==> config.mk <==
export PLATFORM = sky130hd
export DESIGN_NAME = fan_menu_mode_controller_unit_flat
export DESIGN_NICKNAME = d
export VERILOG_FILES = /design/src/design/fmmc_pkg.sv /design/src/design/fmmc_stream_if.sv /design/src/design/fmmc_step.sv /design/src/design/fan_menu_mode_controller_unit.sv /design/src/flat_wrapper.sv
export SDC_FILE = /design/constraint.sdc
export NUM_CORES = 1
export LEC_CHECK = 0
export ABC_AREA = 1
export BUFFER_PORTS_ARGS = -buffer_cell sky130_fd_sc_hd__buf_4
export CORE_ASPECT_RATIO = 1.2
export CORE_UTILIZATION = 34
export DETAILED_ROUTE_END_ITERATION = 16
export PLACE_DENSITY = 0.69
export SKIP_LAST_GASP = 1
export SYNTH_ARGS = -nofsm -noshare
export SYNTH_HDL_FRONTEND = slang
export SYNTH_SLANG_ARGS = --single-unit
==> constraint.sdc <==
create_clock -name clk -period 1.9 [get_ports clk]
set_clock_uncertainty 0.15 [all_clocks]
set_input_delay 0.38 -clock clk [delete_from_list [all_inputs] [get_ports clk]]
set_output_delay 0.38 -clock clk [all_outputs]
set_load 0.02 [all_outputs]
==> src/design/fmmc_pkg.sv <==
// package: shared types and constants for the fan menu and mode controller
`timescale 1ns / 1ps

package fmmc_pkg;

    // event kinds carried in the opcode field
    localparam logic [1:0] OP_ENCODER = 2'd0;
    localparam logic [1:0] OP_MODE    = 2'd1;
    localparam logic [1:0] OP_SELECT  = 2'd2;
    localparam logic [1:0] OP_SENSOR  = 2'd3;

    // menu cursor entries
    localparam logic [1:0] CURSOR_BACK    = 2'd0;
    localparam logic [1:0] CURSOR_FAN_OFF = 2'd1;
    localparam logic [1:0] CURSOR_FAN_ON  = 2'd2;
    localparam logic [1:0] CURSOR_LAST    = CURSOR_FAN_ON;

    // duty levels in percent
    localparam logic [6:0] DUTY_OFF  = 7'd0;
    localparam logic [6:0] DUTY_LOW  = 7'd50;
    localparam logic [6:0] DUTY_MID  = 7'd70;
    localparam logic [6:0] DUTY_FULL = 7'd100;

    // tier thresholds, a reading strictly above the limit trips the tier
    localparam logic [7:0]  TEMP_FULL = 8'd35;
    localparam logic [7:0]  HUM_FULL  = 8'd80;
    localparam logic [11:0] GAS_FULL  = 12'd2500;
    localparam logic [7:0]  TEMP_MID  = 8'd33;
    localparam logic [7:0]  HUM_MID   = 8'd70;
    localparam logic [11:0] GAS_MID   = 12'd1800;
    localparam logic [7:0]  TEMP_LOW  = 8'd30;
    localparam logic [7:0]  HUM_LOW   = 8'd60;
    localparam logic [11:0] GAS_LOW   = 12'd1500;

    // one input event
    typedef struct packed {
        logic [1:0]  opcode;
        logic        clk_level;
        logic        dt_level;
        logic [7:0]  temperature;
        logic [7:0]  humidity;
        logic [11:0] gas_level;
    } in_item_t;

    // one result
    typedef struct packed {
        logic [6:0] duty_percent;
        logic       in_menu;
        logic [1:0] cursor_pos;
        logic       manual_mode;
        logic       manual_fan_on;
    } out_item_t;

    // controller state
    typedef struct packed {
        logic       menu_open;
        logic [1:0] cursor;
        logic       manual_flag_mode;
        logic       fan_on_flag;
        logic       prev_clk;
        logic [6:0] duty;
    } fmmc_state_t;

endpackage

==> src/design/fmmc_stream_if.sv <==
// interface: valid/ready channel carrying one payload per transaction
`timescale 1ns / 1ps

interface fmmc_stream_if #(
    parameter type payload_t = logic
);
    logic     valid;
    logic     ready;
    payload_t data;

    modport source (output valid, output data, input ready);
    modport sink   (input valid, input data, output ready);
endinterface

==> src/design/fmmc_step.sv <==
// module: next-state logic for one controller event
`timescale 1ns / 1ps

module fmmc_step
    import fmmc_pkg::*;
(
    input  in_item_t    item,
    input  fmmc_state_t cur,
    output fmmc_state_t nxt
);

    logic [6:0] tier_duty;
    logic       tier_full;
    logic       tier_mid;
    logic       tier_low;
    logic       fall_edge;

    // tiered threshold duty
    always_comb
    begin
        tier_full = (item.temperature > TEMP_FULL) || (item.humidity > HUM_FULL)
                    || (item.gas_level > GAS_FULL);
        tier_mid  = (item.temperature > TEMP_MID) || (item.humidity > HUM_MID)
                    || (item.gas_level > GAS_MID);
        tier_low  = (item.temperature > TEMP_LOW) || (item.humidity > HUM_LOW)
                    || (item.gas_level > GAS_LOW);
        if (tier_full)
        begin
            tier_duty = DUTY_FULL;
        end
        else if (tier_mid)
        begin
            tier_duty = DUTY_MID;
        end
        else if (tier_low)
        begin
            tier_duty = DUTY_LOW;
        end
        else
        begin
            tier_duty = DUTY_OFF;
        end
    end

    assign fall_edge = !item.clk_level && cur.prev_clk;

    // event dispatch
    always_comb
    begin
        nxt = cur;
        case (item.opcode)
            OP_ENCODER:
            begin
                if (fall_edge && cur.menu_open)
                begin
                    if (item.dt_level)
                    begin
                        // turn one way: step down, wrap to last entry
                        nxt.cursor = (cur.cursor == CURSOR_BACK) ? CURSOR_LAST
                                     : cur.cursor - 2'd1;
                    end
                    else
                    begin
                        nxt.cursor = (cur.cursor >= CURSOR_LAST) ? CURSOR_BACK
                                     : cur.cursor + 2'd1;
                    end
                end
                nxt.prev_clk = item.clk_level;
            end
            OP_MODE:
            begin
                if (!cur.menu_open)
                begin
                    nxt.manual_flag_mode = !cur.manual_flag_mode;
                    if (!cur.manual_flag_mode)
                    begin
                        nxt.fan_on_flag = 1'b0;
                    end
                end
            end
            OP_SELECT:
            begin
                if (!cur.menu_open)
                begin
                    nxt.menu_open = 1'b1;
                    nxt.cursor    = CURSOR_BACK;
                end
                else
                begin
                    // back, or any other cursor value, just closes the menu
                    if (cur.cursor == CURSOR_FAN_OFF)
                    begin
                        nxt.manual_flag_mode = 1'b1;
                        nxt.fan_on_flag      = 1'b0;
                        nxt.duty             = DUTY_OFF;
                    end
                    else if (cur.cursor == CURSOR_FAN_ON)
                    begin
                        nxt.manual_flag_mode = 1'b1;
                        nxt.fan_on_flag      = 1'b1;
                        nxt.duty             = DUTY_FULL;
                    end
                    nxt.menu_open = 1'b0;
                end
            end
            OP_SENSOR:
            begin
                if (!cur.menu_open && !cur.manual_flag_mode)
                begin
                    nxt.duty = tier_duty;
                end
            end
            default:
            begin
                nxt = cur;
            end
        endcase
    end

endmodule

==> src/design/fan_menu_mode_controller_unit.sv <==
// module: top level of the fan menu and mode controller
`timescale 1ns / 1ps

// Each input transaction is one event (encoder sample, mode button, select
// button or sensor tick) and yields exactly one result transaction showing the
// controller state after that event. The event is applied by the next-state
// logic in front of the state register, which also serves as the result
// register, so the result is offered in the cycle after acceptance.
// A new event is accepted every cycle while the result side keeps taking
// results; the input stalls only while a result waits unread.

module fan_menu_mode_controller_unit
    import fmmc_pkg::*;
(
    input  logic          clk,
    input  logic          rst_n,
    fmmc_stream_if.sink   in_ch,
    fmmc_stream_if.source out_ch
);

    fmmc_state_t state_reg;
    fmmc_state_t state_next;
    logic        out_valid_reg;
    logic        in_accept;
    in_item_t    item;

    assign item      = in_item_t'(in_ch.data);
    assign in_ch.ready = !out_valid_reg || out_ch.ready;
    assign in_accept   = in_ch.valid && in_ch.ready;

    // event logic
    fmmc_step u_step (
        .item (item),
        .cur  (state_reg),
        .nxt  (state_next)
    );

    // state and result registers
    always_ff @(posedge clk or negedge rst_n)
    begin
        if (!rst_n)
        begin
            state_reg.menu_open        <= 1'b0;
            state_reg.cursor           <= CURSOR_BACK;
            state_reg.manual_flag_mode <= 1'b0;
            state_reg.fan_on_flag      <= 1'b0;
            state_reg.prev_clk         <= 1'b1;
            state_reg.duty             <= DUTY_OFF;
            out_valid_reg              <= 1'b0;
        end
        else
        begin
            if (in_accept)
            begin
                state_reg     <= state_next;
                out_valid_reg <= 1'b1;
            end
            else if (out_ch.ready)
            begin
                out_valid_reg <= 1'b0;
            end
        end
    end

    // result transaction
    always_comb
    begin
        out_ch.valid              = out_valid_reg;
        out_ch.data               = '0;
        out_ch.data.duty_percent  = state_reg.duty;
        out_ch.data.in_menu       = state_reg.menu_open;
        out_ch.data.cursor_pos    = state_reg.cursor;
        out_ch.data.manual_mode   = state_reg.manual_flag_mode;
        out_ch.data.manual_fan_on = state_reg.fan_on_flag;
    end

    // checks
    a_accept_gives_result: assert property (@(posedge clk) disable iff (!rst_n)
        in_accept |=> out_valid_reg)
        else $error("accepted event produced no result");

    a_state_holds_idle: assert property (@(posedge clk) disable iff (!rst_n)
        !in_accept |=> $stable(state_reg))
        else $error("state changed without an event");

    a_cursor_range: assert property (@(posedge clk) disable iff (!rst_n)
        state_reg.cursor != 2'd3)
        else $error("cursor out of range");

    a_duty_levels: assert property (@(posedge clk) disable iff (!rst_n)
        state_reg.duty == DUTY_OFF || state_reg.duty == DUTY_LOW
        || state_reg.duty == DUTY_MID || state_reg.duty == DUTY_FULL)
        else $error("duty not a legal level");

    a_menu_blocks_mode: assert property (@(posedge clk) disable iff (!rst_n)
        (in_accept && state_reg.menu_open && item.opcode == OP_MODE)
        |=> $stable(state_reg))
        else $error("mode button acted inside the menu");

endmodule

==> src/flat_wrapper.sv <==
// flat-port wrapper written by rule: the top's interface ports become plain ports
module fan_menu_mode_controller_unit_flat import fmmc_pkg::*;
  (clk, rst_n, in_ch_valid, in_ch_data, in_ch_ready, out_ch_valid, out_ch_data, out_ch_ready);
  fmmc_stream_if #(.payload_t(in_item_t)) in_ch_i ();
  fmmc_stream_if #(.payload_t(out_item_t)) out_ch_i ();
  input  logic clk;
  input  logic rst_n;
  input wire logic [$bits(in_ch_i.valid)-1:0] in_ch_valid;
  input wire logic [$bits(in_ch_i.data)-1:0] in_ch_data;
  output wire logic [$bits(in_ch_i.ready)-1:0] in_ch_ready;
  output wire logic [$bits(out_ch_i.valid)-1:0] out_ch_valid;
  output wire logic [$bits(out_ch_i.data)-1:0] out_ch_data;
  input wire logic [$bits(out_ch_i.ready)-1:0] out_ch_ready;
  assign in_ch_i.valid = in_ch_valid;
  assign in_ch_i.data = in_ch_data;
  assign in_ch_ready = in_ch_i.ready;
  assign out_ch_valid = out_ch_i.valid;
  assign out_ch_data = out_ch_i.data;
  assign out_ch_i.ready = out_ch_ready;
  fan_menu_mode_controller_unit u_core (.clk(clk), .rst_n(rst_n), .in_ch(in_ch_i), .out_ch(out_ch_i));
endmodule
==> results.md <==
- First-pass DRT Iterations: 4
- WL final: 2370 um
- Largest net degree at the start of global routing: 12
- Setup Crit Path Kind: reg2reg
- Top cells by count, synth: nand2_1, inv_1, nor2_1
- Design area: 1430 um2
- Die height: 63.7 um
- # IOs: 50
- Placed inst area: 1390 um2
- Final Util: 0.467
- Global-route wire length before repair: 3970 um
- Routability cong.: 0.872
- RSZ-0062 raised after global routing: false
- HPWL after DPL: 2040 um
- Final Hold Fails: 0
- Drt wl/cell: 9.37 um
- CP Launch Type: flip-flop
- # DRC: 0
- H-tree depth: 1
- Worst hold path class: in2reg
- Max-slew violation count: 0
- Internal power: 0.000655 W
- DR vias: 1161
- # nets final: 257
- Synth Cell Area: 1080 um2
- Reg power frac: 0.348
- Worst path cell trace: inv_1, ha_1, nand3_1, a21oi_2, o21ai_1, o31ai_1
- ANT nets after route: 0
- Max Fclk: 0.618 GHz
- P_leak: 0.806 nW
- Max incr delay on CP: 0.40 ns
- Area Overhead vs Synth: 32.2%
- Asr flop ratio synth: 1.00
- Post-synth EDFFs: 0
- Final setup viols: 0
- Initial antenna violation count: 0
- Warnings from Yosys: 0
- Fin Setup TNS: 0 ns
- Max FO, Critical Path: 4
- Port bufs: 47
- DRT iter0 DRCs: 10
- #FFs+latches synth: 11
- Clock tree buffer depth: 2
- Top-count cell post-synth: nand2_1
- Max_cap viols: 0
- Average cell area after synthesis: 6.14 um2
- Peak supply drop: 0.513 mV
- Slowest CP cell: dfrtp_1
- CP required: 1.92 ns
- Combinational share of power: 0.515
- Die X: 53.4 um
- GRT Overall Usage: 0.152
- R2R setup slack: 0.28 ns
- Top FF cell, synth: dfrtp_1
- Cell Pwr Density: 805 nW/um2
- Vias per inst: 4.59
- N_diodes: 0
- Net switching power: 0.000494 W
- Max FFs per register: 9
- Root Buffer: clkbuf_4
- CTS Sinks: 11
- Clk_lat worst skew: 0.26 ns
- Fin crit share: 0.852
- Post-CTS Setup Bufs: 0
- Switching share of power: 0.430
- Minimum clock period: 1.62 ns
- Cell Rows: 22
- Status: completed
- Clock share of power: 0.137
- Register area share after synthesis: 0.256
- Distinct cells, synth: 24
- Hold_ws: 0.236 ns
- Synth top area share: 0.232
- Die ar.: 3410 um2
- Vias in the first global route: 1067
- GRT Residual Overflow: 0
- Synth area leader: dfrtp_1
- Area contributors post-synth: dfrtp_1, nand2_1, inv_1, nor2_1, buf_4
- Worst path arrival time: 1.64 ns
- Layout cell share with drive strength beyond 1: 0.276
- Starting Density: 0.353
- CTS tree: built
- Core ar.: 3060 um2
- Cells after Synth: 176
- TritonCTS Buffers: 3
- Clock slew at reported path FFs: 0.07 ns
- CP endpoint kind: flip-flop
==> power groups by stage <==
stage	clock, W	sequential (W)	combinational, W
final	0.000158	0.000400	0.000591
after detailed placement	0	0.000402	0.000591
after CTS	0.000168	0.000398	0.000595
after global routing	0.000180	0.000412	0.000660
after floorplan	0	0.000380	0.000462
after global placement	0	0.000398	0.000582
==> stage by stage <==
| step | setup WS, ns | power (W) | cells |
|---|---|---|---|
| floorplan | 0.340 | 0.000842 | 177 |
| global placement | 0.258 | 0.000979 | 248 |
| detailed placement | 0.270 | 0.000993 | 248 |
| CTS | 0.277 | 0.00116 | 253 |
| global route | 0.152 | 0.00125 | 253 |
| finish | 0.282 | 0.00115 | 253 |
==> metal layers <==
metal  up-vias  global-route usage  routed length (um)
met3         4              0.0143                 126
met4         0              0.0592                  32
met5         -                   0                   0
met1       500               0.160                 963
li1        622                   -                   -
met2        35               0.289                1250
==> final timing paths <==
path,cells after the start,start,to
max,6,u_core.out_ch.data[2]$_DFFE_PN0P_,u_core.out_ch.data[0]$_DFFE_PN0P_
min,3,in_ch_data[29],u_core.state_reg[7]$_DFFE_PN1P_
max reg2reg,6,u_core.out_ch.data[2]$_DFFE_PN0P_,u_core.out_ch.data[0]$_DFFE_PN0P_
min reg2reg,2,u_core.out_ch.data[9]$_DFFE_PN0P_,u_core.out_ch.data[9]$_DFFE_PN0P_
max in group asynchronous,2,rst_n,u_core.state_reg[7]$_DFFE_PN1P_
min in group asynchronous,2,rst_n,u_core.out_ch.valid$_DFFE_PN0P_
==> layout by cell type (no fill, tap or decap) <==
| cell type | count |
|---|---|
| a211oi_1 | 1 |
| a21oi_1 | 7 |
| a21oi_2 | 2 |
| buf_4 | 47 |
| clkbuf_1 | 1 |
| clkbuf_4 | 3 |
| conb_1 | 2 |
| dfrtp_1 | 10 |
| dfstp_2 | 1 |
| dlygate4sd3_1 | 1 |
| ha_1 | 3 |
| inv_1 | 30 |
| inv_2 | 1 |
| nand2_1 | 49 |
| nand2_2 | 3 |
| nand3_1 | 12 |
| nand4_1 | 6 |
| nor2_1 | 25 |
| nor2_4 | 1 |
| nor3_1 | 1 |
| nor3b_1 | 2 |
| o21ai_0 | 3 |
| o21ai_1 | 2 |
| o311ai_2 | 1 |
| o31ai_1 | 1 |
| o31ai_2 | 1 |
| xor2_1 | 1 |
==> area by class of cell <==
class	count	area [um2]
Fill cell	335	1630
Multi-Input combinational cell	123	601
Timing Repair Buffer	48	363
Sequential cell	11	277
Inverter	31	116
Tap cell	36	45.0
Clock buffer	4	26.3
==> cell families (layout without fill, tap and decap cells) <==
group,count (synthesis),count (layout),synth area share
XOR/XNOR,1,1,0.00811
other,1,2,0.00347
adder cells (fa/ha/maj),3,3,0.0348
AND/OR/NAND/NOR,99,99,0.394
buffers and inverters,43,83,0.191
AO/OA/AOI/OAI,18,18,0.112
flip-flops,11,11,0.256
==> repair_timing <==
item	in CTS	in global routing
resized for setup	0	0
endpoints found under the hold margin	11	0
hold buffers	1	0
==> worst max-delay path, delay by kind of cell, from the launching register on <==
family | cells | cell delay (ns)
AOI/OAI and AO/OA | 3 | 0.49
DFF | 1 | 0.40
adders and majority gates | 1 | 0.31
and+or+nand+nor | 1 | 0.10
buffers and inverters | 1 | 0.08
Power figures use the tool's default switching activity.
